**config.mk**
```make
export PLATFORM = sky130hd
export DESIGN_NAME = mlfq_process_scheduler
export DESIGN_NICKNAME = d
export VERILOG_FILES = /design/src/hdl/mlfq_pkg.sv /design/src/hdl/mlfq_div100.sv /design/src/hdl/mlfq_process_scheduler.sv
export SDC_FILE = /design/constraint.sdc
export NUM_CORES = 2
export LEC_CHECK = 0
export BUFFER_PORTS_ARGS = -buffer_cell sky130_fd_sc_hd__buf_2
export CORE_MARGIN = 3
export CORE_UTILIZATION = 59
export DETAILED_ROUTE_END_ITERATION = 12
export HOLD_SLACK_MARGIN = 0.15
export MAX_ROUTING_LAYER = met4
export PLACE_DENSITY = 0.87
export REMOVE_ABC_BUFFERS = 1
export SETUP_SLACK_MARGIN = 0.05
export SLEW_MARGIN = 20
export SYNTH_ARGS = -nofsm -noshare
export SYNTH_HDL_FRONTEND = slang
export SYNTH_SLANG_ARGS = --single-unit
```
**constraint.sdc**
```tcl
create_clock -name clk -period 8.9 [get_ports clk]
set_clock_uncertainty 0.1 [all_clocks]
set_input_delay 0.445 -clock clk [delete_from_list [all_inputs] [get_ports clk]]
set_output_delay 0.445 -clock clk [all_outputs]
set_load 0.05 [all_outputs]
```
**src/hdl/mlfq_pkg.sv**
```systemverilog
// mlfq_pkg: shared constants, action and status codes for the feedback-queue scheduler
// no dependencies; imported by mlfq_div100, mlfq_process_scheduler, mlfq_checker and tb
`timescale 1ns / 1ps
`default_nettype none

package mlfq_pkg;

  localparam int ACT_W      = 3;
  localparam int STATUS_W   = 2;
  localparam int PCT_W      = 7;
  localparam int TSLOT_W    = 4;
  localparam int OSLOT_W    = 4;
  localparam int OLVL_W     = 2;
  localparam int CHARGE_W   = 30;
  localparam int SLOTS_CFG_W = 5;
  localparam int BASE_W     = 27;
  localparam int PADDR_W    = 3;
  localparam int PDATA_W    = 32;

  localparam int PCT_FULL   = 100;

  localparam logic [CHARGE_W-1:0]    CHARGE_MAX = '1;
  localparam logic [SLOTS_CFG_W-1:0] SLOTS_RST  = 5'd16;
  localparam logic [BASE_W-1:0]      BASE_RST   = 27'd10000000;

  localparam logic REG_SLOTS = 1'b0;
  localparam logic REG_BASE  = 1'b1;

  typedef enum logic [ACT_W-1:0] {
    ACT_CREATE    = 3'd0,
    ACT_DISPATCH  = 3'd1,
    ACT_EXPIRED   = 3'd2,
    ACT_EXHAUSTED = 3'd3,
    ACT_SLICED    = 3'd4,
    ACT_UNBLOCK   = 3'd5
  } action_t;

  typedef enum logic [STATUS_W-1:0] {
    ST_DONE  = 2'd0,
    ST_EMPTY = 2'd1,
    ST_NA    = 2'd2
  } status_t;

endpackage

`default_nettype wire

```
**src/hdl/mlfq_div100.sv**
```systemverilog
// mlfq_div100: unsigned divide by 100 through multiplication by the reciprocal,
// one 16-bit slice of the reciprocal per cycle; depends on mlfq_pkg for the divisor
`timescale 1ns / 1ps
`default_nettype none

module mlfq_div100 #(
  parameter int DW = 37
) (
  input  logic          clk,
  input  logic          rst_n,
  input  logic          start,
  input  logic [DW-1:0] dividend,
  output logic          done,
  output logic [DW-1:0] quotient
);
  import mlfq_pkg::*;

  localparam int KW   = DW + $clog2(PCT_FULL);
  localparam int MW   = KW - $clog2(PCT_FULL) + 1;
  localparam int CW   = 16;
  localparam int NCH  = (MW + CW - 1) / CW;
  localparam int MPW  = NCH * CW;
  localparam int AW   = DW + MPW;
  localparam int CNTW = $clog2(NCH + 1);

  // ceil(2^KW / 100), exact for every dividend below 2^DW
  localparam logic [63:0] RECIP = ((64'd1 << KW) + 64'(PCT_FULL - 1)) / 64'(PCT_FULL);

  logic              busy_r;
  logic              done_r;
  logic [CNTW-1:0]   cnt_r;
  logic [DW-1:0]     x_r;
  logic [MPW-1:0]    m_r;
  logic [AW-1:0]     acc_r;
  logic [DW+CW-1:0]  part;
  logic [AW-1:0]     acc_nxt;

  // top slice of the reciprocal first, shift and accumulate
  assign part    = (DW + CW)'(x_r) * (DW + CW)'(m_r[MPW-1 -: CW]);
  assign acc_nxt = {acc_r[AW-CW-1:0], {CW{1'b0}}} + AW'(part);

  always_ff @(posedge clk) begin
    if (!rst_n) begin
      busy_r <= 1'b0;
      done_r <= 1'b0;
      cnt_r  <= '0;
    end else begin
      done_r <= 1'b0;
      if (start) begin
        busy_r <= 1'b1;
        cnt_r  <= CNTW'(NCH);
      end else if (busy_r) begin
        cnt_r <= cnt_r - CNTW'(1);
        if (cnt_r == CNTW'(1)) begin
          busy_r <= 1'b0;
          done_r <= 1'b1;
        end
      end
    end
  end

  always_ff @(posedge clk) begin
    if (start) begin
      x_r   <= dividend;
      m_r   <= MPW'(RECIP);
      acc_r <= '0;
    end else if (busy_r) begin
      m_r   <= {m_r[MPW-CW-1:0], {CW{1'b0}}};
      acc_r <= acc_nxt;
    end
  end

  assign done     = done_r;
  assign quotient = DW'(acc_r >> KW);

  a_done_after_busy: assert property (@(posedge clk) disable iff (!rst_n)
    done_r |-> $past(busy_r))
    else $error("divider done without a running division");

  a_no_restart: assert property (@(posedge clk) disable iff (!rst_n)
    start |-> !busy_r)
    else $error("divider started while busy");

  a_busy_count: assert property (@(posedge clk) disable iff (!rst_n)
    busy_r |-> cnt_r != '0)
    else $error("divider busy with zero step count");

endmodule

`default_nettype wire

```
**src/hdl/mlfq_process_scheduler.sv**
```systemverilog
// mlfq_process_scheduler: four-level feedback-queue scheduler over a table of process slots
// depends on mlfq_pkg and mlfq_div100
//
// usage
// - input channel (in_*): one action word per handshake: create, dispatch, expired,
//   exhausted, sliced or unblock; exactly one result word per action on out_*
// - config port (apb): slots_in_use at 0x0, base_quantum_ns at 0x4; write only while idle
// - state: per-level ready queues in one synchronous ram, slot class/level/blocked in a
//   second ram; busy flags, queue pointers and the running slot in flops
// - execute: the result is computed in the execute state after acceptance and loaded into
//   the output register for every action but expired or sliced of a running slot; in_ready
//   is high only while idle, so a word is taken once the last is in the output register
// - expired and sliced of a running slot divide the charge by 100 through a reciprocal
//   multiply, one 16-bit slice a cycle, over a reciprocal of qw + 8 bits,
//   qw = max(30, 26 + LEVELS)
// - reset: all slots free, all queues empty, nothing running, config at 16 and 10 ms;
//   the queue ram needs no clearing pass, so in_ready rises right after reset
// - stall: a finished word waits in the output register; the next action is still
//   accepted and executed, then held until the output register frees up
`timescale 1ns / 1ps
`default_nettype none

module mlfq_process_scheduler #(
  parameter int SLOTS  = 16,
  parameter int LEVELS = 4
) (
  input  logic                                clk,
  input  logic                                rst_n,
  input  logic                                psel,
  input  logic                                penable,
  input  logic                                pwrite,
  input  logic [mlfq_pkg::PADDR_W-1:0]        paddr,
  input  logic [mlfq_pkg::PDATA_W-1:0]        pwdata,
  output logic [mlfq_pkg::PDATA_W-1:0]        prdata,
  output logic                                pready,
  input  logic                                in_valid,
  output logic                                in_ready,
  input  logic [mlfq_pkg::ACT_W-1:0]          in_action,
  input  logic                                in_real_time_class,
  input  logic [mlfq_pkg::PCT_W-1:0]          in_used_percent,
  input  logic [mlfq_pkg::TSLOT_W-1:0]        in_target_slot,
  output logic                                out_valid,
  input  logic                                out_ready,
  output logic [mlfq_pkg::STATUS_W-1:0]       out_status,
  output logic [mlfq_pkg::OSLOT_W-1:0]        out_slot_index,
  output logic [mlfq_pkg::OLVL_W-1:0]         out_queue_level,
  output logic [mlfq_pkg::CHARGE_W-1:0]       out_charged_ns
);
  import mlfq_pkg::*;

  localparam int SW     = $clog2(SLOTS);
  localparam int LW     = $clog2(LEVELS);
  localparam int CNTW   = $clog2(SLOTS + 1);
  localparam int QDEPTH = LEVELS * SLOTS;
  localparam int QAW    = $clog2(QDEPTH);
  localparam int QW     = (BASE_W + LEVELS - 1 > CHARGE_W) ? BASE_W + LEVELS - 1 : CHARGE_W;
  localparam int PW     = QW + PCT_W;

  typedef enum logic [1:0] {S_IDLE, S_EXEC, S_DIV, S_OUT} state_t;

  typedef struct packed {
    logic          rt;
    logic [LW-1:0] lvl;
    logic          blocked;
  } slot_info_t;

  // config registers
  logic [SLOTS_CFG_W-1:0] slots_in_use_r;
  logic [BASE_W-1:0]      base_r;
  logic                   cfg_wr;

  // sequencer and result registers
  state_t               state_r;
  action_t              act_r;
  logic                 rt_r;
  logic [PCT_W-1:0]     pct_r;
  logic [TSLOT_W-1:0]   tgt_r;
  logic [LW-1:0]        disp_lvl_r;
  logic                 disp_found_r;
  status_t              res_status_r;
  logic [SW-1:0]        res_slot_r;
  logic [LW-1:0]        res_lvl_r;
  logic [CHARGE_W-1:0]  res_charge_r;
  logic                 out_valid_r;
  status_t              out_status_r;
  logic [SW-1:0]        out_slot_r;
  logic [LW-1:0]        out_lvl_r;
  logic [CHARGE_W-1:0]  out_charge_r;

  // scheduler state
  logic [SLOTS-1:0]     busy_r;
  logic [SW-1:0]        head_r  [LEVELS];
  logic [SW-1:0]        tail_r  [LEVELS];
  logic [CNTW-1:0]      count_r [LEVELS];
  logic                 running_valid_r;
  logic [SW-1:0]        running_slot_r;

  // memories
  logic [SW-1:0]        qmem [QDEPTH];
  slot_info_t           smem [SLOTS];
  logic [SW-1:0]        q_rdata_r;
  slot_info_t           s_rdata_r;

  logic                 accept;
  logic                 out_free;
  logic                 out_load;
  logic [LW-1:0]        first_lvl;
  logic                 first_found;
  logic [QAW-1:0]       q_raddr;
  logic [SW-1:0]        s_raddr;
  logic [PCT_W-1:0]     pct_sat;
  logic [SLOTS-1:0]     free_vec;
  logic [SW-1:0]        free_idx;
  logic                 free_found;
  logic [SW-1:0]        tgt_idx;
  logic                 tgt_in_range;

  // execute cycle
  status_t              ex_status;
  logic [SW-1:0]        ex_slot;
  logic [LW-1:0]        ex_lvl;
  logic [CHARGE_W-1:0]  ex_charge;
  logic                 need_div;
  logic                 s_we;
  logic [SW-1:0]        s_waddr;
  slot_info_t           s_wdata;
  logic                 push_en;
  logic [LW-1:0]        push_lvl;
  logic [SW-1:0]        push_slot;
  logic                 push_ok;
  logic                 pop_en;
  logic                 busy_set;
  logic                 busy_clr;
  logic                 run_set;
  logic                 run_clr;
  logic [LW-1:0]        cur_lvl;
  logic [LW-1:0]        demote_lvl;
  logic [QW-1:0]        quantum;
  logic [PW-1:0]        prod;

  logic                 div_start;
  logic                 div_done;
  logic [PW-1:0]        div_quo;
  logic [CHARGE_W-1:0]  div_charge;

  // config port
  assign pready = 1'b1;
  assign cfg_wr = psel && penable && pwrite && pready;

  always_comb begin
    case (paddr[2])
      REG_SLOTS: prdata = PDATA_W'(slots_in_use_r);
      REG_BASE:  prdata = PDATA_W'(base_r);
      default:   prdata = '0;
    endcase
  end

  always_ff @(posedge clk) begin
    if (!rst_n) begin
      slots_in_use_r <= SLOTS_RST;
      base_r         <= BASE_RST;
    end else if (cfg_wr) begin
      case (paddr[2])
        REG_SLOTS: slots_in_use_r <= pwdata[SLOTS_CFG_W-1:0];
        REG_BASE:  base_r         <= pwdata[BASE_W-1:0];
        default: begin
        end
      endcase
    end
  end

  // accept cycle: pick read addresses
  assign in_ready = (state_r == S_IDLE);
  assign accept   = in_valid && in_ready;
  assign out_free = !out_valid_r || out_ready;
  assign pct_sat  = (in_used_percent > PCT_W'(PCT_FULL)) ? PCT_W'(PCT_FULL) : in_used_percent;

  always_comb begin
    first_lvl   = '0;
    first_found = 1'b0;
    for (int l = LEVELS - 1; l >= 0; l--) begin
      if (count_r[l] != '0) begin
        first_lvl   = LW'(l);
        first_found = 1'b1;
      end
    end
  end

  assign q_raddr = QAW'(first_lvl) * QAW'(SLOTS) + QAW'(head_r[first_lvl]);
  assign s_raddr = (in_action == ACT_UNBLOCK) ? SW'(in_target_slot) : running_slot_r;

  always_ff @(posedge clk) begin
    if (accept) begin
      q_rdata_r <= qmem[q_raddr];
      s_rdata_r <= smem[s_raddr];
    end
  end

  // free slot search below the allocation limit
  always_comb begin
    free_idx   = '0;
    free_found = 1'b0;
    for (int i = SLOTS - 1; i >= 0; i--) begin
      free_vec[i] = !busy_r[i] && (i < int'(slots_in_use_r));
      if (free_vec[i]) begin
        free_idx   = SW'(i);
        free_found = 1'b1;
      end
    end
  end

  assign tgt_idx      = SW'(tgt_r);
  assign tgt_in_range = int'(tgt_r) < SLOTS;

  // execute cycle: read-modify-write of the slot and queue rams
  assign cur_lvl    = s_rdata_r.lvl;
  assign demote_lvl = (cur_lvl != '0 && (int'(cur_lvl) + 1 < LEVELS)) ?
                      cur_lvl + LW'(1) : cur_lvl;
  assign quantum    = QW'(base_r) << cur_lvl;
  assign prod       = PW'(quantum) * PW'(pct_r);

  always_comb begin
    ex_status = ST_NA;
    ex_slot   = '0;
    ex_lvl    = '0;
    ex_charge = '0;
    need_div  = 1'b0;
    s_we      = 1'b0;
    s_waddr   = running_slot_r;
    s_wdata   = s_rdata_r;
    push_en   = 1'b0;
    push_lvl  = '0;
    push_slot = '0;
    pop_en    = 1'b0;
    busy_set  = 1'b0;
    busy_clr  = 1'b0;
    run_set   = 1'b0;
    run_clr   = 1'b0;
    if (state_r == S_EXEC) begin
      case (act_r)
        ACT_CREATE: begin
          ex_status = ST_EMPTY;
          if (free_found) begin
            ex_status = ST_DONE;
            ex_slot   = free_idx;
            ex_lvl    = rt_r ? '0 : LW'(1);
            busy_set  = 1'b1;
            s_we      = 1'b1;
            s_waddr   = free_idx;
            s_wdata   = '{rt: rt_r, lvl: ex_lvl, blocked: 1'b0};
            push_en   = 1'b1;
            push_lvl  = ex_lvl;
            push_slot = free_idx;
          end
        end
        ACT_DISPATCH: begin
          if (!running_valid_r) begin
            ex_status = ST_EMPTY;
            if (disp_found_r) begin
              ex_status = ST_DONE;
              ex_slot   = q_rdata_r;
              ex_lvl    = disp_lvl_r;
              pop_en    = 1'b1;
              run_set   = 1'b1;
            end
          end
        end
        ACT_EXPIRED, ACT_EXHAUSTED, ACT_SLICED: begin
          if (running_valid_r) begin
            ex_status = ST_DONE;
            ex_slot   = running_slot_r;
            ex_lvl    = cur_lvl;
            run_clr   = 1'b1;
            s_we      = 1'b1;
            if (act_r == ACT_EXHAUSTED) begin
              ex_lvl    = demote_lvl;
              ex_charge = ((quantum >> CHARGE_W) != '0) ? CHARGE_MAX : quantum[CHARGE_W-1:0];
              s_wdata   = '{rt: s_rdata_r.rt, lvl: demote_lvl, blocked: s_rdata_r.blocked};
              push_en   = 1'b1;
              push_lvl  = demote_lvl;
              push_slot = running_slot_r;
            end else begin
              need_div = 1'b1;
              busy_clr = (act_r == ACT_EXPIRED);
              s_wdata  = '{rt: s_rdata_r.rt, lvl: cur_lvl, blocked: (act_r == ACT_SLICED)};
            end
          end
        end
        ACT_UNBLOCK: begin
          if (tgt_in_range && busy_r[tgt_idx] && s_rdata_r.blocked) begin
            ex_status = ST_DONE;
            ex_slot   = tgt_idx;
            ex_lvl    = s_rdata_r.rt ? '0 : LW'(1);
            s_we      = 1'b1;
            s_waddr   = tgt_idx;
            s_wdata   = '{rt: s_rdata_r.rt, lvl: ex_lvl, blocked: 1'b0};
            push_en   = 1'b1;
            push_lvl  = ex_lvl;
            push_slot = tgt_idx;
          end
        end
        default: begin
        end
      endcase
    end
  end

  assign push_ok = push_en && (count_r[push_lvl] != CNTW'(SLOTS));

  always_ff @(posedge clk) begin
    if (push_ok) begin
      qmem[QAW'(push_lvl) * QAW'(SLOTS) + QAW'(tail_r[push_lvl])] <= push_slot;
    end
    if (s_we) begin
      smem[s_waddr] <= s_wdata;
    end
  end

  always_ff @(posedge clk) begin
    if (!rst_n) begin
      busy_r          <= '0;
      running_valid_r <= 1'b0;
      running_slot_r  <= '0;
      for (int l = 0; l < LEVELS; l++) begin
        head_r[l]  <= '0;
        tail_r[l]  <= '0;
        count_r[l] <= '0;
      end
    end else begin
      if (busy_set) begin
        busy_r[free_idx] <= 1'b1;
      end
      if (busy_clr) begin
        busy_r[running_slot_r] <= 1'b0;
      end
      if (run_set) begin
        running_valid_r <= 1'b1;
        running_slot_r  <= q_rdata_r;
      end
      if (run_clr) begin
        running_valid_r <= 1'b0;
      end
      if (push_ok) begin
        tail_r[push_lvl]  <= (tail_r[push_lvl] == SW'(SLOTS - 1)) ?
                             '0 : tail_r[push_lvl] + SW'(1);
        count_r[push_lvl] <= count_r[push_lvl] + CNTW'(1);
      end
      if (pop_en) begin
        head_r[disp_lvl_r]  <= (head_r[disp_lvl_r] == SW'(SLOTS - 1)) ?
                               '0 : head_r[disp_lvl_r] + SW'(1);
        count_r[disp_lvl_r] <= count_r[disp_lvl_r] - CNTW'(1);
      end
    end
  end

  // partial charge: quantum * percent / 100
  assign div_start  = (state_r == S_EXEC) && need_div;
  assign div_charge = ((div_quo >> CHARGE_W) != '0) ? CHARGE_MAX : div_quo[CHARGE_W-1:0];

  mlfq_div100 #(
    .DW(PW)
  ) u_div (
    .clk      (clk),
    .rst_n    (rst_n),
    .start    (div_start),
    .dividend (prod),
    .done     (div_done),
    .quotient (div_quo)
  );

  // sequencer and output register
  assign out_load = out_free && ((state_r == S_EXEC && !need_div) || state_r == S_OUT);

  always_ff @(posedge clk) begin
    if (!rst_n) begin
      state_r     <= S_IDLE;
      out_valid_r <= 1'b0;
    end else begin
      if (out_load) begin
        out_valid_r <= 1'b1;
      end else if (out_ready) begin
        out_valid_r <= 1'b0;
      end
      case (state_r)
        S_IDLE: begin
          if (in_valid) begin
            act_r        <= action_t'(in_action);
            rt_r         <= in_real_time_class;
            pct_r        <= pct_sat;
            tgt_r        <= in_target_slot;
            disp_lvl_r   <= first_lvl;
            disp_found_r <= first_found;
            state_r      <= S_EXEC;
          end
        end
        S_EXEC: begin
          res_status_r <= ex_status;
          res_slot_r   <= ex_slot;
          res_lvl_r    <= ex_lvl;
          res_charge_r <= ex_charge;
          if (need_div) begin
            state_r <= S_DIV;
          end else if (out_free) begin
            out_status_r <= ex_status;
            out_slot_r   <= ex_slot;
            out_lvl_r    <= ex_lvl;
            out_charge_r <= ex_charge;
            state_r      <= S_IDLE;
          end else begin
            state_r <= S_OUT;
          end
        end
        S_DIV: begin
          if (div_done) begin
            res_charge_r <= div_charge;
            state_r      <= S_OUT;
          end
        end
        S_OUT: begin
          if (out_free) begin
            out_status_r <= res_status_r;
            out_slot_r   <= res_slot_r;
            out_lvl_r    <= res_lvl_r;
            out_charge_r <= res_charge_r;
            state_r      <= S_IDLE;
          end
        end
        default: begin
          state_r <= S_IDLE;
        end
      endcase
    end
  end

  assign out_valid       = out_valid_r;
  assign out_status      = out_status_r;
  assign out_slot_index  = OSLOT_W'(out_slot_r);
  assign out_queue_level = OLVL_W'(out_lvl_r);
  assign out_charged_ns  = out_charge_r;

  a_run_from_dispatch: assert property (@(posedge clk) disable iff (!rst_n)
    $rose(running_valid_r) |-> $past(state_r == S_EXEC && act_r == ACT_DISPATCH))
    else $error("running slot set by an action other than dispatch");

  a_div_actions: assert property (@(posedge clk) disable iff (!rst_n)
    state_r == S_DIV |-> act_r == ACT_EXPIRED || act_r == ACT_SLICED)
    else $error("division entered for an action without a partial charge");

  a_div_done_state: assert property (@(posedge clk) disable iff (!rst_n)
    div_done |-> state_r == S_DIV)
    else $error("division finished outside the wait state");

  a_out_after_work: assert property (@(posedge clk) disable iff (!rst_n)
    $rose(out_valid_r) |-> $past(state_r != S_IDLE))
    else $error("result word produced without an accepted action");

endmodule

`default_nettype wire

```
# [Word level (Yosys, flattened, before mapping)]
# Memory sizes are Yosys's and may differ from the RTL's. A register that Yosys moved wholly into a read port is not among the register bits.
# Index checks and enable logic that the tools add are counted.
[word_totals] in_bits=57 elab_cells=341 n_memories=5 register_bits=313 ramBits=372 output_inout_bits=73
[classes] n_mux=175 order_cmp=23 n_mul=2 add_sub_neg=10 shifts=1 reduce_logical=74 n_eq_ne=18 n_bitwise=6
[memory_table] name="qmem" words=64 width=4 rd=1 rd_ports_with_merged_regs=1 write_ports=1 line="mlfq_process_scheduler.sv:99" text="logic [SW-1:0] qmem [QDEPTH];"
[memory_table] name="smem" words=16 width=4 rd=1 rd_ports_with_merged_regs=1 write_ports=1 line="mlfq_process_scheduler.sv:100" text="slot_info_t smem [SLOTS];"
[memory_table] name="count_r" words=4 width=5 rd=6 rd_ports_with_merged_regs=1 write_ports=4 line="mlfq_process_scheduler.sv:94" text="logic [CNTW-1:0] count_r [LEVELS];"
[memory_table] name="head_r" words=4 width=4 rd=2 rd_ports_with_merged_regs=1 write_ports=4 line="mlfq_process_scheduler.sv:92" text="logic [SW-1:0] head_r [LEVELS];"
[memory_table] name="tail_r" words=4 width=4 rd=1 rd_ports_with_merged_regs=0 write_ports=4 line="mlfq_process_scheduler.sv:93" text="logic [SW-1:0] tail_r [LEVELS];"
[ops] cell="30-bit two-way mux" n=8
[ops] cell="4-bit two-way mux" n=37
[ops] cell="30-bit one-hot mux with 2 select lines" n=2
[ops] cell="81-bit by 53-bit adder with 81-bit output" n=1
[ops] cell="1-bit two-way mux" n=69
[ops] cell="2-bit two-way mux" n=34
[ops] cell="32-bit one-hot mux with 2 select lines" n=1
[ops] cell="37-bit by 16-bit multiplier with 53-bit output" n=1
[ops] cell="16-bit two-way mux" n=3
[ops] cell="4-bit by 5-bit less-than comparator with 1-bit output, first input constant" n=8
[ops] cell="30-bit by 7-bit multiplier with 37-bit output" n=1
[ops] cell="37-bit nonzero test" n=1
[ops] cell="27-bit by 2-bit << shifter with 30-bit output" n=1
[ops] cell="1-bit logical AND" n=27
[ops] cell="2-bit one-hot mux with 4 select lines" n=3
[ops] cell="4-bit one-hot mux with 3 select lines" n=2
[ops] cell="3-bit by 5-bit less-than comparator with 1-bit output, first input constant" n=4
[ops] cell="5-bit nonzero test" n=4
[ops] cell="1-bit zero test" n=18
[ops] cell="16-bit bitwise AND" n=1
[ops] cell="16-bit NOT" n=1
[ops] cell="16-bit OR" n=1
[ops] cell="4-bit one-hot mux with 2 select lines" n=2
[ops] cell="4-bit one-hot mux with 4 select lines" n=1
[ops] cell="41 further kinds" n=78

# [Depth between registers and ports, before layout]
# An unclocked memory read counts as a cell.
[logic_depth] ltp_word=30 mapped_depth=29 depth_no_buf=26

# [Modules after synthesis]
# Synthesis repeated with hierarchy kept, for this count alone.
[hier_totals] hier_cells=5194 hier_area_um2=54532.3
[by_module_without_submodules] module="mlfq_process_scheduler" instances=1 cells_each=2557 area_per_inst_um2=30135.2 seq_area_each_um2=15394.8
[by_module_without_submodules] module="mlfq_div100" instances=1 cells_each=2637 area_per_inst_um2=24397.1 seq_area_each_um2=2932.8

# [Worst setup path after synthesis]
# Ideal clock, no wire load.
[synth_timing] kind="flip-flop to flip-flop" start="register u_div.m_r[43]" end="register u_div.acc_r[72]" arrival_time_ns=6.765 setup_ns=0.070 setup_slack_ns=1.965 path_buffers=3 path_stages_with_launch=28 synth_period_minus_slack_ns=6.935 cell_sequence="dfxtp_1 -> clkbuf_1 -> clkbuf_1 -> nand2_1 -> fa_1 -> inv_1 -> fa_1 -> inv_1 -> fa_1 -> inv_1 -> fa_1 -> inv_1 -> fa_1 -> inv_1 -> fa_1 -> ha_1 -> nand2_1 -> o21ai_0 -> a311oi_1 -> a211oi_1 -> o21bai_1 -> o211a_1 -> o21a_1 -> a31oi_1 -> clkbuf_1 -> nand4_1 -> xor2_1 -> a21oi_1"
[synth_between] elab_chain_cells=2
[synth_rtl] element="from (decl)" line="mlfq_div100.sv:33" text="logic [MPW-1:0] m_r;"
[synth_rtl] element="from (signal assigned)" line="mlfq_div100.sv:65" text="m_r <= MPW'(RECIP);"
[synth_rtl] element="from (signal assigned)" line="mlfq_div100.sv:68" text="m_r <= {m_r[MPW-CW-1:0], {CW{1'b0}}};"
[synth_rtl] element="37-bit by 16-bit multiplier with 53-bit output" line="mlfq_div100.sv:39" text="assign part = (DW + CW)'(x_r) * (DW + CW)'(m_r[MPW-1 -: CW]);"
[synth_rtl] element="81-bit by 53-bit adder with 81-bit output" line="mlfq_div100.sv:40" text="assign acc_nxt = {acc_r[AW-CW-1:0], {CW{1'b0}}} + AW'(part);"
[synth_rtl] element="to (signal assigned)" line="mlfq_div100.sv:69" text="acc_r <= acc_nxt;"
[synth_rtl] element="to (decl)" line="mlfq_div100.sv:34" text="logic [AW-1:0] acc_r;"
# Every way passes these cells.
# A chain may end at the register's enable or synchronous reset.

# [Worst setup path in the final report]
[layout_timing] start="register u_div.m_r[46]" end="register u_div.acc_r[52]"
# The elaborated chain is that of the path after synthesis.

==> impl_metrics.yaml <==
outcome:
  status: "finished, final reports clean"
grt:
  grt_max_degree: 88
  overflow: 0
  grt_antenna_before_repair: 1
  first_global_vias: 39709
  groute.usage.overall_pct: 30.60
  grt_first_pass_wirelength_um: 218000
floorplan:
  dieArea_sq_mm: 0.09376
  die_h_um: 306.2
  ios: 130
  core_area_sq_mm: 0.08892
  rows: 109
  initial_core_util_pct: 59.79
  die_w_um: 306.2
routing:
  route.met2.wl_um: 65000
  routedWlPerCell_um: 21.68
  vias_per_cell: 6.071
  wl_um: 137200
  ant_nets: 0
  dr_wl_met3_um: 15100
  drtIter0Drc: 4308
  wl_met1_um: 50980
  drcViolationCount: 0
  dr.pass1.iters: 6
  route.vias.total: 38410
  highest_layer: "met4"
logic_synthesis:
  yosysTopAreaCell: "edfxtp_1"
  synthArstFlopShare_pct: 0
  ys_ff_latch: 660
  netlist_instances: 5046
  synth.distinct_cells: 103
  synth_enable_flop_cells: 511
  synth_flop_cell: "edfxtp_1"
  synthTopCellsByArea: "edfxtp_1 29%, fa_1 25%, inv_1 5.6%"
  yosysWarnings: 0
  netlist_area_sq_mm: 0.05317
  yosys.area.top_type_share_pct: 28.86
  avgSynthCellArea_sq_um: 10.54
  yosysSeqAreaShare_pct: 34.47
min_path:
  hold_start: "in_valid"
  hold_class: "in -> reg"
layout:
  layout_common_cells: "796 x inv_1, 664 x fa_1, 592 x nand2_1, 511 x edfxtp_1, 362 x nor2_1"
  final_util_pct: 64.49
  drive_gt1_share_pct: 8.254
  area_delta_synth_final_pct: 7.853
  final_common_cell: "inv_1"
  num-nets-final: 6031
setup_path:
  crit_type: "reg -> reg"
  worstSetupStartpoint: "u_div.m_r[46]"
  worst_path_most_repeated_cell: "fa_1"
  worstSetupEndpointType: "flop"
  worstPathRequired_ps: 9340
  reg2reg_slack_ps: 860
  cp-start-kind: "flop"
  cp_data_arrival_time_ps: 8490
  path_cells: "nand2_1 > fa_1 > inv_1 > fa_1 > inv_1 > fa_1 > fa_1 > inv_1 > fa_1 > inv_1 > fa_1 > inv_1 > ha_1 > a21oi_1 > o21ai_0 > a311oi_1 > a211oi_1 > o21ai_0 > a211oi_1 > o22ai_1 > o21ai_0 > a221oi_1 > xor2_1 > a21oi_1"
  path_max_fanout: 18
  cp_slowest_cell: "dfxtp_1"
  max_stage_delay_ps: 780
  r2r-start: "u_div.m_r[46]"
pwr:
  power.switching_w: 0.003854
  p_leak_nw: 23.75
  power_density_mw_per_mm2: 183.4
  pwr-share-comb_pct: 39.0
  swShare_pct: 36.65
  seqPwrFrac_pct: 34.2
  peakVddDrop_uv: 269.2
  pwr-share-clk_pct: 26.8
  p_int_w: 0.006661
clock_tree:
  cts_buffer_depth: 3
  clockRootBuffer: "clkbuf_16"
  htreeDepth: 3
  cts_tree: "done"
  clkSlewWorstSetupHoldPaths_ps: 60
  cts_made_buffers: 68
  postCtsSetupRepairBufs: 0
  cts_sinks: 660
  clk_latency_ps: 620
timing:
  hold-worst-slack_ps: 270.1
  setup_viol: 0
  rsz0062_at_grt: "no"
  finalSetupTns_ps: 0
  final.period_utilization_pct: 90.35
  maxSlewHeadroom_pct: 18.29
  drv_slew: 0
  tightestPinTransition_ps: 1226
  max_freq_ghz: 0.1244
  hold_viol: 0
  fin_crit_ps: 8041
placed_design:
  io_buffers: 116
  dpl.hpwl_um: 102600
  gp_congestion: 0.9623
run:
  max_cap_viol_count: 0
==> worst paths after layout <==
check / to / cells after the start
max: u_div.acc_r[52] / 24
min: state_r[0] / 4
max reg2reg: u_div.acc_r[52] / 24
min reg2reg: u_div.acc_r[11] / 2
==> worst max-delay path: cells and delay by family (launching register included) <==
kind	cells	cell delay, ps
adders and majority gates	7	3600
AOI/OAI and AO/OA	10	2600
DFF	1	780
and+or+nand+nor	1	450
buffers and inverters	5	290
xor gates and xnor gates	1	160
==> cell type report <==
| class | count | area [sq um] |
|---|---|---|
| clock buffer | 86 | 1882 |
| multi-input combinational | 3379 | 31030 |
| tap | 1165 | 1458 |
| timing repair buffer | 197 | 1319 |
| clock inverter | 38 | 312.8 |
| fill | 6475 | 31580 |
| inverter | 801 | 3010 |
| antenna | 1 | 2.502 |
| sequential | 660 | 18330 |
==> power groups by stage <==
stage / Combinational [W] / Clock (W) / Sequential [W]
2_1_floorplan: 0.00296 / 0 / 0.00363
3_3_place_gp: 0.00387 / 0 / 0.00365
3_5_place_dp: 0.00397 / 0 / 0.00365
4_1_cts: 0.00404 / 0.00282 / 0.00359
5_1_grt: 0.00458 / 0.00295 / 0.00360
6_report: 0.00410 / 0.00282 / 0.00359
==> state kept, by name, indices dropped and copies added (netlist names), 5 cells and up, named ones only <==
register and cells:
tail_r 16, slots_in_use_r 5, out_charged_ns 30, u_div.x_r 37, base_r 27, qmem 256, u_div.m_r 6, res_charge_r 30
head_r 16, u_div.acc_r 81, count_r 20, smem 64, pct_r 7, busy_r 16
==> Yosys cell counts, drive strengths merged (62+ instances only) <==
| library cell | n |
|---|---|
| a21oi | 254 |
| and2 | 174 |
| clkbuf | 155 |
| dfxtp | 149 |
| edfxtp | 511 |
| fa | 664 |
| ha | 203 |
| inv | 799 |
| mux2 | 65 |
| mux2i | 168 |
| nand2 | 595 |
| nand3 | 62 |
| nor2 | 371 |
| o21ai | 157 |
| xnor2 | 67 |
==> per-stage QoR <==
step	cells	total power (W)	setup slack, ps	cell area, sq um
floorplan	4840	0.006589	772.0	52280
detailed placement	6156	0.007628	1073	54660
global route	6327	0.01113	472.0	57350
CTS	6323	0.01045	993.4	57290
finish	6327	0.01051	859.0	57350
global placement	6156	0.007516	1073	54660
==> routing by layer <==
| layer | vias up | track usage, % |
|---|---|---|
| met5 | - | - |
| met3 | 398 | 6.424 |
| met1 | 18846 | 39.16 |
| met4 | 0 | 11.84 |
| met2 | 2448 | 48.41 |
| li1 | 16718 | - |
==> what timing repair did <==
action / CTS / global route
hold buffers: 43 / 0
resized for setup: 0 / 0
hold endpoints to repair: 48 / 0
==> logic make-up after synthesis <==
group,synth area share [%]
other,0.01412
adders and majority gates,29.80
and+or+nand+nor,12.10
DFF,34.47
buffers and inverters,7.361
AOI/OAI and AO/OA,8.436
muxes,5.980
xor gates and xnor gates,1.845
Note: power is estimated with default switching activity, not from simulation.
